**src/hw/rtl/kvcfg_pkg.sv**
```systemverilog
// Shared types and character constants for the key/value config byte parser.
// No dependencies; imported by kvcfg_parser, key_value_config_byte_parser and tb_top.
package kvcfg_pkg;

   typedef struct packed {
      logic [7:0] text_byte;
      logic       is_last;
   } req_type;

   typedef struct packed {
      logic [7:0] value_byte;
      logic       value_valid;
      logic       value_end;
      logic       syntax_error;
      logic       text_done;
      logic       text_ok;
   } rsp_type;

   localparam logic [7:0] CHAR_HASH      = 8'h23;
   localparam logic [7:0] CHAR_EQUAL     = 8'h3D;
   localparam logic [7:0] CHAR_QUOTE     = 8'h22;
   localparam logic [7:0] CHAR_UNDER     = 8'h5F;
   localparam logic [7:0] CHAR_BACKSLASH = 8'h5C;
   localparam logic [7:0] CHAR_NEWLINE   = 8'h0A;
   localparam logic [7:0] CHAR_SPACE     = 8'h20;
   localparam logic [7:0] CHAR_TAB       = 8'h09;
   localparam logic [7:0] CHAR_CR        = 8'h0D;

   localparam logic [3:0] KEY_LENGTH = 4'd8;
   localparam logic [3:0] KEY_LENGTH_MAX = 4'd15;

   // Expected key, one character per position
   function automatic logic [7:0] key_char(input logic [2:0] idx);
      logic [7:0] ch;
      unique case (idx)
         3'd0: ch = 8'h64;  // d
         3'd1: ch = 8'h61;  // a
         3'd2: ch = 8'h74;  // t
         3'd3: ch = 8'h61;  // a
         3'd4: ch = 8'h5F;  // _
         3'd5: ch = 8'h64;  // d
         3'd6: ch = 8'h69;  // i
         3'd7: ch = 8'h72;  // r
         default: ch = 8'h00;
      endcase
      return ch;
   endfunction

   function automatic logic is_blank(input logic [7:0] c);
      return (c == CHAR_SPACE) || (c >= CHAR_TAB && c <= CHAR_CR);
   endfunction

   function automatic logic is_word(input logic [7:0] c);
      return (c >= 8'h41 && c <= 8'h5A) || (c >= 8'h61 && c <= 8'h7A) || (c == CHAR_UNDER);
   endfunction

endpackage

```
**src/hw/rtl/key_value_config_byte_parser.sv**
```systemverilog
// Top level of the key/value config byte parser: input register, parser, result register.
// Depends on kvcfg_pkg and kvcfg_parser.
//
//   channel   ports                          direction   contents
//   req       req_valid req_stall req_data   in          text byte, last-byte mark
//   rsp       rsp_valid rsp_stall rsp_data   out         value byte, marks, error, verdict
//
// One byte per cycle sustained while rsp_stall is low; a result passes the input register, then the result register.
// A byte is parsed as it moves from the input register to the result register,
// so the parser state updates once per transaction, in order.
// Reset is synchronous and clears both valid flags and the parser state.
// A stalled result holds; the input register still fills, then req_stall rises.
module key_value_config_byte_parser
   import kvcfg_pkg::*;
(
   input  logic    clock,
   input  logic    reset,
   input  logic    req_valid,
   output logic    req_stall,
   input  req_type req_data,
   output logic    rsp_valid,
   input  logic    rsp_stall,
   output rsp_type rsp_data
);

   logic    in_valid_ff, in_valid_in;
   req_type in_data_ff;
   logic    out_valid_ff, out_valid_in;
   rsp_type out_data_ff;
   rsp_type step_result;
   logic    advance, req_take;

   // Move the held byte forward whenever the result register is free
   assign advance   = in_valid_ff && (!out_valid_ff || !rsp_stall);
   assign req_stall = in_valid_ff && !advance;
   assign req_take  = req_valid && !req_stall;

   assign in_valid_in  = req_take || (in_valid_ff && !advance);
   assign out_valid_in = advance || (out_valid_ff && rsp_stall);

   kvcfg_parser u_parser (
      .clock   (clock),
      .reset   (reset),
      .step_en (advance),
      .item    (in_data_ff),
      .result  (step_result)
   );

   always_ff @(posedge clock) begin
      if (reset) begin
         in_valid_ff  <= 1'b0;
         out_valid_ff <= 1'b0;
      end else begin
         in_valid_ff  <= in_valid_in;
         out_valid_ff <= out_valid_in;
      end
   end

   always_ff @(posedge clock) begin
      if (req_take) in_data_ff <= req_data;
      if (advance) out_data_ff <= step_result;
   end

   assign rsp_valid = out_valid_ff;
   assign rsp_data  = out_data_ff;

endmodule

```
**src/hw/rtl/kvcfg_parser.sv**
```systemverilog
// Parser state and per-byte transition logic for the key/value config parser.
// Depends on kvcfg_pkg for item types, character classes and the key table.
module kvcfg_parser
   import kvcfg_pkg::*;
(
   input  logic    clock,
   input  logic    reset,
   input  logic    step_en,
   input  req_type item,
   output rsp_type result
);

   typedef enum logic [2:0] {
      PH_IDLE       = 3'd0,
      PH_COMMENT    = 3'd1,
      PH_KEY        = 3'd2,
      PH_WANT_EQ    = 3'd3,
      PH_WANT_VALUE = 3'd4,
      PH_BARE       = 3'd5,
      PH_QUOTED     = 3'd6
   } phase_type;

   phase_type  phase_ff, phase_in, phase_new;
   logic [3:0] key_len_ff, key_len_in, key_len_new;
   logic       key_match_ff, key_match_in, key_match_new;
   logic       error_ff, error_in, error_new;

   logic [7:0] c;
   logic       valid, done_end, bad, blank, word, key_good;
   logic [3:0] key_len_base;
   logic       key_match_base;

   assign c        = item.text_byte;
   assign blank    = is_blank(c);
   assign word     = is_word(c);
   assign key_good = key_match_ff && (key_len_ff == KEY_LENGTH);

   // A new key restarts the count; otherwise extend the running one
   assign key_len_base   = (phase_ff == PH_IDLE) ? 4'd0 : key_len_ff;
   assign key_match_base = (phase_ff == PH_IDLE) ? 1'b1 : key_match_ff;

   always_comb begin
      phase_new     = phase_ff;
      key_len_new   = key_len_ff;
      key_match_new = key_match_ff;
      valid         = 1'b0;
      done_end      = 1'b0;
      bad           = 1'b0;
      if (!error_ff) begin
         unique case (phase_ff)
            PH_IDLE: begin
               if (blank) begin
               end else if (c == CHAR_HASH) begin
                  phase_new = PH_COMMENT;
               end else if (word) begin
                  phase_new = PH_KEY;
               end else begin
                  bad = 1'b1;
               end
            end
            PH_COMMENT: begin
               if (c == CHAR_NEWLINE) phase_new = PH_IDLE;
            end
            PH_KEY: begin
               if (word) begin
               end else if (blank || c == CHAR_EQUAL) begin
                  if (!key_good) bad = 1'b1;
                  else phase_new = (c == CHAR_EQUAL) ? PH_WANT_VALUE : PH_WANT_EQ;
               end else begin
                  bad = 1'b1;
               end
            end
            PH_WANT_EQ: begin
               if (blank) begin
               end else if (c == CHAR_EQUAL) begin
                  phase_new = PH_WANT_VALUE;
               end else begin
                  bad = 1'b1;
               end
            end
            PH_WANT_VALUE: begin
               if (blank) begin
               end else if (c == CHAR_QUOTE) begin
                  phase_new = PH_QUOTED;
               end else if (word) begin
                  valid     = 1'b1;
                  phase_new = PH_BARE;
               end else begin
                  bad = 1'b1;
               end
            end
            PH_BARE: begin
               if (word) begin
                  valid = 1'b1;
               end else if (blank) begin
                  done_end  = 1'b1;
                  phase_new = PH_IDLE;
               end else if (c == CHAR_HASH) begin
                  done_end  = 1'b1;
                  phase_new = PH_COMMENT;
               end else begin
                  bad = 1'b1;
               end
            end
            PH_QUOTED: begin
               if (c == CHAR_QUOTE) begin
                  done_end  = 1'b1;
                  phase_new = PH_IDLE;
               end else if (c == CHAR_NEWLINE || c == CHAR_BACKSLASH) begin
                  bad = 1'b1;
               end else begin
                  valid = 1'b1;
               end
            end
            default: bad = 1'b1;
         endcase

         // Key byte taken in idle (new key) or in the key phase
         if (word && (phase_ff == PH_IDLE || phase_ff == PH_KEY)) begin
            key_match_new = key_match_base &&
                            (key_len_base < KEY_LENGTH) &&
                            (key_char(key_len_base[2:0]) == c);
            key_len_new   = (key_len_base < KEY_LENGTH_MAX) ? key_len_base + 4'd1
                                                            : key_len_base;
         end
      end
   end

   assign error_new = error_ff || bad;

   always_comb begin
      result.value_byte   = (valid && !bad) ? c : 8'h00;
      result.value_valid  = valid && !bad;
      result.value_end    = done_end && !bad;
      result.syntax_error = error_new;
      result.text_done    = item.is_last;
      result.text_ok      = item.is_last && !error_new && (phase_new == PH_IDLE);
   end

   // Re-arm after the last byte of a text
   always_comb begin
      if (item.is_last) begin
         phase_in     = PH_IDLE;
         key_len_in   = 4'd0;
         key_match_in = 1'b1;
         error_in     = 1'b0;
      end else begin
         phase_in     = phase_new;
         key_len_in   = key_len_new;
         key_match_in = key_match_new;
         error_in     = error_new;
      end
   end

   always_ff @(posedge clock) begin
      if (reset) begin
         phase_ff     <= PH_IDLE;
         key_len_ff   <= 4'd0;
         key_match_ff <= 1'b1;
         error_ff     <= 1'b0;
      end else if (step_en) begin
         phase_ff     <= phase_in;
         key_len_ff   <= key_len_in;
         key_match_ff <= key_match_in;
         error_ff     <= error_in;
      end
   end

endmodule

```
**config.mk**
```make
export PLATFORM = sky130hd
export DESIGN_NAME = key_value_config_byte_parser
export DESIGN_NICKNAME = d
export VERILOG_FILES = /design/src/hw/rtl/kvcfg_pkg.sv /design/src/hw/rtl/key_value_config_byte_parser.sv /design/src/hw/rtl/kvcfg_parser.sv
export SDC_FILE = /design/constraint.sdc
export NUM_CORES = 1
export LEC_CHECK = 0
export BUFFER_PORTS_ARGS = -buffer_cell sky130_fd_sc_hd__clkbuf_2
export CAP_MARGIN = 20
export CORE_MARGIN = 3
export CORE_UTILIZATION = 57
export DETAILED_ROUTE_END_ITERATION = 7
export PLACE_DENSITY = 0.8
export SLEW_MARGIN = 20
export SYNTH_ARGS = -nofsm -noshare
export SYNTH_HDL_FRONTEND = slang
export SYNTH_HIERARCHICAL = 1
export SYNTH_SLANG_ARGS = --single-unit
```
**constraint.sdc**
```tcl
create_clock -name clock -period 3.5 [get_ports clock]
set_clock_uncertainty 0.1 [all_clocks]
set_input_delay 0.175 -clock clock [delete_from_list [all_inputs] [get_ports clock]]
set_output_delay 0.175 -clock clock [all_outputs]
set_load 0.05 [all_outputs]
```
==> flow_metrics.tcl, run 1 <==
set metrics [dict create \
    vias_per_cell 6.36 \
    cts_root_buffer "clkbuf_8" \
    cts_tree "done" \
    avgSynthCellArea_sq_um 9.57 \
    drt_wl_total_mm 5.06 \
    final_area_sq_mm 0.00248 \
    r2r_slack_ps 690 \
    fp.dieH_um 67.1 \
    synth_top_family_by_area "simple AND/OR/NAND/NOR gates" \
    ff2ff_path_depth 6 \
    numCtsBuffers 5 \
    synth_largest_area_cell "edfxtp_1" \
    io_buffers 27 \
    placement.cell_area_sq_mm 0.00227 \
    cp-startpoint "in_data_ff[3]" \
    regToRegStartpoint "in_data_ff[3]" \
    drv_slew 0 \
    ys.flop_type "edfxtp_1" \
    synthMuxAreaShare 0.00942 \
    ys_types 67 \
    syn_to_final_growth_pct 16.7 \
    synth_top_area_frac 0.311 \
    drv_cap 0 \
    layout-drive-gt1-share 0.196 \
    ant_nets 0 \
    synthCells 222 \
    antenna_found_initial 0 \
    cp-end-kind "flip-flop" \
    htree_levels 2 \
    rsz0062_at_grt "false" \
    fin_tns_setup_ps 0 \
    synthArstFlopShare 0 \
    clk_latency_ps 290 \
    start_kind "flip-flop" \
    timing.final.crit_share 0.802 \
    synth_compound_area_frac 0.229 \
    crit_arrival_ps 2800 \
    whs_ps 48.3 \
    clock_sinks 33 \
    period_minus_slack_ps 2810 \
    synth_edf_count 22 \
    synthSimpleGateAreaFrac 0.257 \
    yosysWarnings 6 \
    start_util 0.613 \
    synthXorXnorAreaFrac 0.00824 \
    clock.fmax_mhz 356 \
    hold_viol_final 0 \
    p_leak_nw 0.932 \
    grtUsageTotal 0.254 \
    wl_per_cell_um 16.8 \
    die-width_um 67.1 \
    cts.path.max_buffers 2 \
    seq_area_frac_synth 0.415 \
    drc 0 \
    num_vias 1915 \
    vdd_ir_drop_max_v 0.000283 \
    synth_nets 239 \
    drt_first_pass_iters 4 \
    grt_pass1_vias 1765 \
    rows 21 \
    critical_path_class "reg -> reg" \
    power.density_mw_per_mm2 377 \
    grt-ovfl-total 0 \
    synth_seq_cells 33 \
    gp_congestion 0.963 \
    worstHoldPathCells 3 \
    core_area_sq_mm 0.00347 \
    holdCritPathClass "in -> reg" \
    register_area_sq_um 881 \
    rr_endpoint "rsp_data[0]" \
    path_clk_slew_ps 70 \
    grt_max_degree 18 \
    worst_slew_pin_slew_ps 775 \
    synth_common_cells "edfxtp_1 (22), nor2_1 (15), inv_1 (14)" \
    drt_iter0_markers 179 \
    synth_area_sq_mm 0.00212 \
    pin_count 28 \
    synth_area_leaders "edfxtp_1 (31%), dfxtp_1 (10%), and2_1 (2.9%)" \
    crit_path_max_fanout 16 \
    grt_pass1_wl_mm 8.46 \
    required_ps 3500 \
    synthAdderAreaFrac 0.0236 \
    fillCellCount 264 \
    multiInputGateArea_sq_mm 0.00112 \
    relSlewSlack 0.482 \
    status "complete, no violations" \
    die-area_sq_mm 0.00450 \
    dp.final_hpwl_mm 3.45 \
    min-delay-start "req_valid" \
    min_to "in_valid_ff" \
    post-cts-setup-buffer-count 0 \
    yosysMostFrequentCell "edfxtp_1" \
    n_antenna_cell 0 \
    setup_viol 0 \
    fin_nets 271 \
]
## layout make-up
type	instances	share of cell area
Clock inverter	2	0.0151
Inverter	14	0.0212
Clock buffer	6	0.0333
Multi-Input combinational cell	161	0.452
Timing Repair Buffer	39	0.0999
Sequential cell	33	0.355
Tap cell	46	0.0232
## cells in the final DEF, fill, tap and decap left out, types with 4 or more instances in the layout
master         count
a21oi_1           11
and2_1            10
and3_1             6
clkbuf_2          27
clkbuf_8           6
dfxtp_1           11
dlygate4sd3_1      9
edfxtp_1          22
ha_1               4
inv_1             14
nand2_1           13
nand3_1            7
nand4_1            6
nor2_1            15
nor2b_1            4
nor3_1             7
o2111ai_1          4
o21ai_0            7
o21ai_1            4
## routing by layer
metal / track usage / vias to the layer above / part of all wire
met1: 0.317 / 902 / 0.43
li1: - / 911 / -
met3: 0.0590 / 19 / 0.068
met5: 0 / - / 0
met2: 0.404 / 83 / 0.47
met4: 0.137 / 0 / 0.037
## how the worst max path moves through the flow
stage / end / slack (ps) / cells past startpoint
5_1_grt: rsp_data[0] / 580 / 6
2_1_floorplan: u_parser/key_len_ff[1] / 400 / 4
3_3_place_gp: rsp_data[0] / 860 / 6
3_5_place_dp: rsp_data[0] / 800 / 6
6_report: rsp_data[0] / 690 / 6
4_1_cts: rsp_data[0] / 730 / 6
## state kept, by name, summed over array words and instances (netlist names)
| name | flops |
|---|---|
| rsp_valid | 1 |
| u_parser/key_match_ff | 1 |
| in_data_ff | 9 |
| u_parser/error_ff | 1 |
| in_valid_ff | 1 |
| u_parser/phase_ff | 3 |
| rsp_data | 13 |
| u_parser/key_len_ff | 4 |
## metrics by stage
| step | instances | worst slack (ps) | utilization | power (mW) |
|---|---|---|---|---|
| 2_1_floorplan | 222 | 403 | - | 0.529 |
| 3_3_place_gp | 284 | 857 | 0.654 | 0.553 |
| 3_5_place_dp | 284 | 797 | 0.654 | 0.556 |
| 4_1_cts | 301 | 726 | 0.715 | 0.941 |
| 5_1_grt | 301 | 576 | 0.715 | 0.972 |
| 6_report | 301 | 695 | 0.715 | 0.935 |
## cell families (layout without fill, tap and decap cells)
family | after synthesis | after routing
and+or+nand+nor | 91 | 91
AOI/OAI and AO/OA | 62 | 62
DFF | 33 | 33
buffers and inverters | 28 | 61
adders and majority gates | 4 | 4
xor gates and xnor gates | 2 | 2
muxes | 2 | 2
## where the power goes
part	switching [mW]	internal, mW
logic	0.0657	0.0381
clock network	0.146	0.231
registers	0.0226	0.431
## critical path, cell delays in order (launching register included)
cell	delay (ps)
edfxtp_1	680
or4b_4	540
o21ai_1	260
nor3_2	70
o2111a_2	290
or3_4	350
a2111oi_2	320
## repair_timing
item,in CTS,in global routing
resized for setup,0,0
hold endpoints to repair,9,0
hold buffers,9,0
No activity file was read; power rests on OpenSTA's default activity.
==> run 2: changes to the inputs <==
Settings changed: ABC_AREA set to 1, CORE_UTILIZATION 57 to 52, PLACE_DENSITY 0.8 to 0.77.
Clock period 3.5 ns to 2.46 ns, I/O delays scaled along.
==> run 2 against run 1 <==
Effect of this change: count of clock-buffer cells in the layout is 1 lower; total power is 50% higher; critical path depth is 6 higher; critical path type unchanged.
==> flow_metrics.tcl, run 2 <==
set metrics [dict create \
    antenna_found_initial 0 \
    ys_types 31 \
    worst_slew_pin_slew_ps 351 \
    synth_common_cells "nand2_1 (74), nor2_1 (37), inv_1 (28)" \
    drt_iter0_markers 160 \
    ant_nets 0 \
    timing.final.crit_share 0.873 \
    drv_cap 0 \
    synth_nets 288 \
    synth_seq_cells 33 \
    grt_max_degree 14 \
    drv_slew 0 \
    seq_area_frac_synth 0.430 \
    hold_viol_final 0 \
    cts_tree "done" \
    die-area_sq_mm 0.00473 \
    rows 22 \
    layout-drive-gt1-share 0.201 \
    wl_per_cell_um 12.9 \
    power.density_mw_per_mm2 570 \
    htree_levels 2 \
    start_util 0.548 \
    avgSynthCellArea_sq_um 7.57 \
    p_leak_nw 1.14 \
    drt_wl_total_mm 4.67 \
    gp_congestion 1.03 \
    required_ps 2590 \
    grt_pass1_wl_mm 7.78 \
    syn_to_final_growth_pct 19.8 \
    vias_per_cell 5.25 \
    yosysWarnings 6 \
    cts.path.max_buffers 2 \
    synth_area_leaders "edfxtp_1 (32%), nand2_1 (14%), dfxtp_1 (11%)" \
    n_antenna_cell 0 \
    synthArstFlopShare 0 \
    fin_cells 361 \
    synthCells 271 \
    final_cell_mix "nand2_1 (74), nor2_1 (37), inv_1 (28)" \
    fillCellCount 351 \
    numCtsBuffers 5 \
    clock.fmax_mhz 466 \
    start_kind "flip-flop" \
    final_area_sq_mm 0.00246 \
    layout_commonest_cell "nand2_1" \
    setup_viol 0 \
    dp.final_hpwl_mm 3.49 \
    fin_nets 329 \
    whs_ps 72.4 \
    holdCritPathClass "in -> reg" \
    largest_reg_flops 13 \
    cp-end-kind "flip-flop" \
    place_ws_ps 361 \
    ff2ff_path_depth 12 \
    grtUsageTotal 0.228 \
    vdd_ir_drop_max_v 0.000417 \
    drc 0 \
    clock_sinks 33 \
    core_area_sq_mm 0.00374 \
    worst_slack_ps 312 \
    period_minus_slack_ps 2150 \
    grt_pass1_vias 1776 \
    synth_edf_count 22 \
    ys.flop_type "edfxtp_1" \
    placement.cell_area_sq_mm 0.00221 \
    synth_area_sq_mm 0.00205 \
    clk_latency_ps 280 \
    rsz0062_at_grt "false" \
    relSlewSlack 0.764 \
    num_vias 1896 \
    drt_first_pass_iters 4 \
    pin_count 28 \
    crit_path_max_fanout 8 \
    synth_largest_area_cell "edfxtp_1" \
    io_buffers 27 \
    dp.cells 342 \
    post-cts-setup-buffer-count 0 \
    crit_arrival_ps 2280 \
    synth_top_area_frac 0.322 \
    die-width_um 68.8 \
    cts_root_buffer "clkbuf_8" \
    worstHoldPathCells 2 \
    status "complete, no violations" \
    critical_path_class "reg -> reg" \
    grt-ovfl-total 0 \
    fin_tns_setup_ps 0 \
    yosysMostFrequentCell "nand2_1" \
    path_clk_slew_ps 60 \
    fp.dieH_um 68.8 \
]
## run 2: changes by cell type after synthesis, moves of 6 or more
| cell | before | now |
|---|---|---|
| and3_1 | 6 | 0 |
| nand3_1 | 7 | 26 |
| nor2_1 | 15 | 37 |
| nand2_1 | 13 | 74 |
| nand2_2 | 0 | 7 |
| inv_2 | 0 | 6 |
| clkbuf_1 | 9 | 0 |
| inv_1 | 14 | 28 |
| and2_1 | 10 | 0 |
## run 2: layout make-up
type / count / area [sq um] / share of cell area
clock buffer: 5 / 68.8 / 0.0280
clock inverter: 3 / 65.1 / 0.0265
inverter: 35 / 134 / 0.0545
multi-input combinational: 198 / 995 / 0.405
sequential: 33 / 881 / 0.359
tap: 48 / 60.1 / 0.0245
timing repair buffer: 39 / 253 / 0.103
## run 2: where the power goes
part	total, mW	switching (mW)	internal (mW)
logic	0.168	0.115	0.0528
registers	0.637	0.0205	0.617
clock network	0.596	0.194	0.402
## run 2: worst paths after layout
path	from	end	slack (ps)
hold / removal	reset	in_valid_ff	70
hold reg to reg	u_parser/key_len_ff[1]	u_parser/key_len_ff[1]	390
setup / recovery	u_parser/phase_ff[2]	u_parser/key_match_ff	310
setup reg to reg	u_parser/phase_ff[2]	u_parser/key_match_ff	310
## run 2: cell families after synthesis
group / Yosys count / synth area share
flip-flops: 33 / 0.430
XOR/XNOR: 3 / 0.0128
AND/OR/NAND/NOR: 166 / 0.375
buffers and inverters: 40 / 0.0854
adder cells (fa/ha/maj): 4 / 0.0244
AO/OA/AOI/OAI: 25 / 0.0732
## run 2: critical path: stages (launching register included)
cell	delay, ps
dfxtp_1	500
nor2_4	70
nand2_2	170
nand2_1	140
ha_1	320
nand2_1	70
o21a_1	130
o211ai_1	120
nor3b_2	200
nand3b_1	100
nand2_1	60
nand2_1	50
nand2_1	50
## run 2: layer usage
layer  wire [um]  GRT usage
met5           0          0
met3         265     0.0535
met4          72      0.105
met1        1940      0.259
met2        2390      0.403
## run 2: stage by stage
stage | util | power (mW)
detailed placement | 0.591 | 0.801
global route | 0.656 | 1.46
finish | 0.656 | 1.40
global placement | 0.591 | 0.796
floorplan | - | 0.760
CTS | 0.656 | 1.41
## run 2: timing repair
item,in CTS,in global routing
resized for setup,0,0
endpoints found under the hold margin,11,0
hold buffers,11,0
endpoints found under the setup margin,0,0
==> run 3: changes to the inputs <==
Settings changed: CORE_UTILIZATION 52 to 61, PLACE_DENSITY 0.77 to 0.85.
Clock period 2.46 ns to 2.7 ns, I/O delays scaled along.
==> run 3 against run 2 <==
Effect of this change: core utilization rose by 11 points; critical path type unchanged; largest cell class unchanged; largest power group unchanged; via count is 2.0% higher; register-to-register slack improved by 230 ps.
==> flow_metrics.tcl, run 3 (same netlist as run 2, synthesis figures left out) <==
set metrics [dict create \
    htree_levels 2 \
    wl_per_cell_um 13.7 \
    setup_viol 0 \
    grt_pass1_vias 1845 \
    whs_ps 10.2 \
    io_buffers 27 \
    hold_viol_final 0 \
    cts_tree "done" \
    clk_latency_ps 350 \
    crit_path_max_fanout 8 \
    fin_nets 330 \
    num_vias 1934 \
    vias_per_cell 5.40 \
    die-area_sq_mm 0.00409 \
    syn_to_final_growth_pct 16.2 \
    antenna_found_initial 0 \
    start_util 0.656 \
    rows 20 \
    drt_wl_total_mm 4.92 \
    dp.final_hpwl_mm 3.40 \
    required_ps 2860 \
    layout-drive-gt1-share 0.197 \
    holdCritPathClass "in -> reg" \
    grtUsageMet3 0.0668 \
    period_minus_slack_ps 2150 \
    grtUsageTotal 0.270 \
    grt-ovfl-total 0 \
    slowest_stage "dfxtp_1" \
    cp-end-kind "flip-flop" \
    worstHoldPathCells 2 \
    start_kind "flip-flop" \
    final_util 0.762 \
    clock_sinks 33 \
    core_area_sq_mm 0.00313 \
    clock.fmax_mhz 464 \
    grt_busiest_layer "met2" \
    r2r_slack_ps 550 \
    min-delay-start "reset" \
    fin_tns_setup_ps 0 \
    ff2ff_path_depth 9 \
    critical_path_class "reg -> reg" \
    drv_cap 0 \
    status "complete, no violations" \
    ant_nets 0 \
    worst_slew_pin_slew_ps 385 \
    final_area_sq_mm 0.00238 \
    grtUsageMet2 0.472 \
    grt_max_degree 14 \
    p_leak_nw 1.11 \
    fillCellCount 230 \
    gp_congestion 1.01 \
    rr_endpoint "u_parser/key_len_ff[2]" \
    totalPowerFinal_mw 1.01 \
    drv_slew 0 \
    crit_chain "nor2_4, nand2_2, nand2_1, inv_1, ha_1, nand3_2, a21oi_1, nor2_1, a211oi_1" \
    cts.path.max_buffers 2 \
    n_antenna_cell 0 \
    die-width_um 64.0 \
    drc 0 \
    drt_first_pass_iters 5 \
    pin_count 28 \
    drt_iter0_markers 127 \
    grt_pass1_wl_mm 8.35 \
    layout_commonest_cell "nand2_1" \
    regToRegStartpoint "u_parser/phase_ff[0]" \
    cts_root_buffer "clkbuf_4" \
    power.density_mw_per_mm2 425 \
    path_clk_slew_ps 110 \
    min_to "u_parser/key_len_ff[3]" \
    placement.cell_area_sq_mm 0.00221 \
    rsz0062_at_grt "false" \
    vdd_ir_drop_max_v 0.000402 \
    timing.final.crit_share 0.797 \
    relSlewSlack 0.742 \
    numCtsBuffers 5 \
    final_cell_mix "nand2_1 (74), nor2_1 (37), inv_1 (28)" \
    cp_slowest_stage_delay_ps 530 \
    crit_arrival_ps 2310 \
    grt_use_met1 0.298 \
    largest_reg_flops 13 \
    fp.dieH_um 64.0 \
]
[run 3: changes by cell type in the layout (fill, tap and decap cells not counted)]
| cell | previous run | this run |
|---|---|---|
| bufinv_16 | 2 | 0 |
| dlygate4sd3_1 | 11 | 12 |
| clkinv_1 | 0 | 1 |
| clkbuf_8 | 5 | 0 |
| clkbuf_4 | 0 | 5 |
| clkinv_4 | 0 | 1 |
[run 3: layout make-up]
cell class	count	area, sq um	area share
clock inverter	3	17.5	0.00735
multi-input combinational	198	995	0.418
sequential	33	881	0.370
clock buffer	5	37.5	0.0158
timing repair buffer	40	263	0.110
inverter	35	134	0.0562
tap	44	55.1	0.0231
[run 3: worst max path at each step]
stage	from	endpoint	slack, ps	depth (start not counted)
after floorplan	rsp_valid	u_parser/phase_ff[0]	500	5
after global placement	u_parser/phase_ff[2]	u_parser/key_match_ff	730	12
after CTS	u_parser/phase_ff[2]	u_parser/key_match_ff	640	12
final	u_parser/phase_ff[0]	u_parser/key_len_ff[2]	550	9
after detailed placement	u_parser/phase_ff[2]	u_parser/key_match_ff	660	12
after global routing	u_parser/phase_ff[2]	u_parser/key_match_ff	390	13
[run 3: metal layers]
metal,up-vias,wire (um)
met2,83,2480
met5,-,0
met1,864,1950
met4,0,210
li1,965,-
met3,22,277
[run 3: where the power goes]
part	internal, mW	switching [mW]	total [mW]
combinational	0.0491	0.106	0.155
sequential	0.561	0.0191	0.580
clock	0.0984	0.177	0.276
total	0.709	0.303	1.01
[run 3: worst max-delay path, delay by kind of cell (launching register included)]
kind / cells / cell delay, ps
compound gates: 2 / 450
fa+ha+maj: 1 / 210
buf+inv: 1 / 140
flops: 1 / 530
simple gates: 5 / 620
[run 3: repair_timing]
item                                   4_1_cts  5_1_grt
endpoints found under the hold margin       11        0
hold buffers                                12        0
setup buffers                                0        0
gates resized for setup                      0        0
[run 3: stage by stage]
step / instances / setup slack, ps
after global routing: 358 / 389
after detailed placement: 338 / 656
after global placement: 338 / 730
after CTS: 358 / 636
final: 358 / 547
after floorplan: 271 / 505
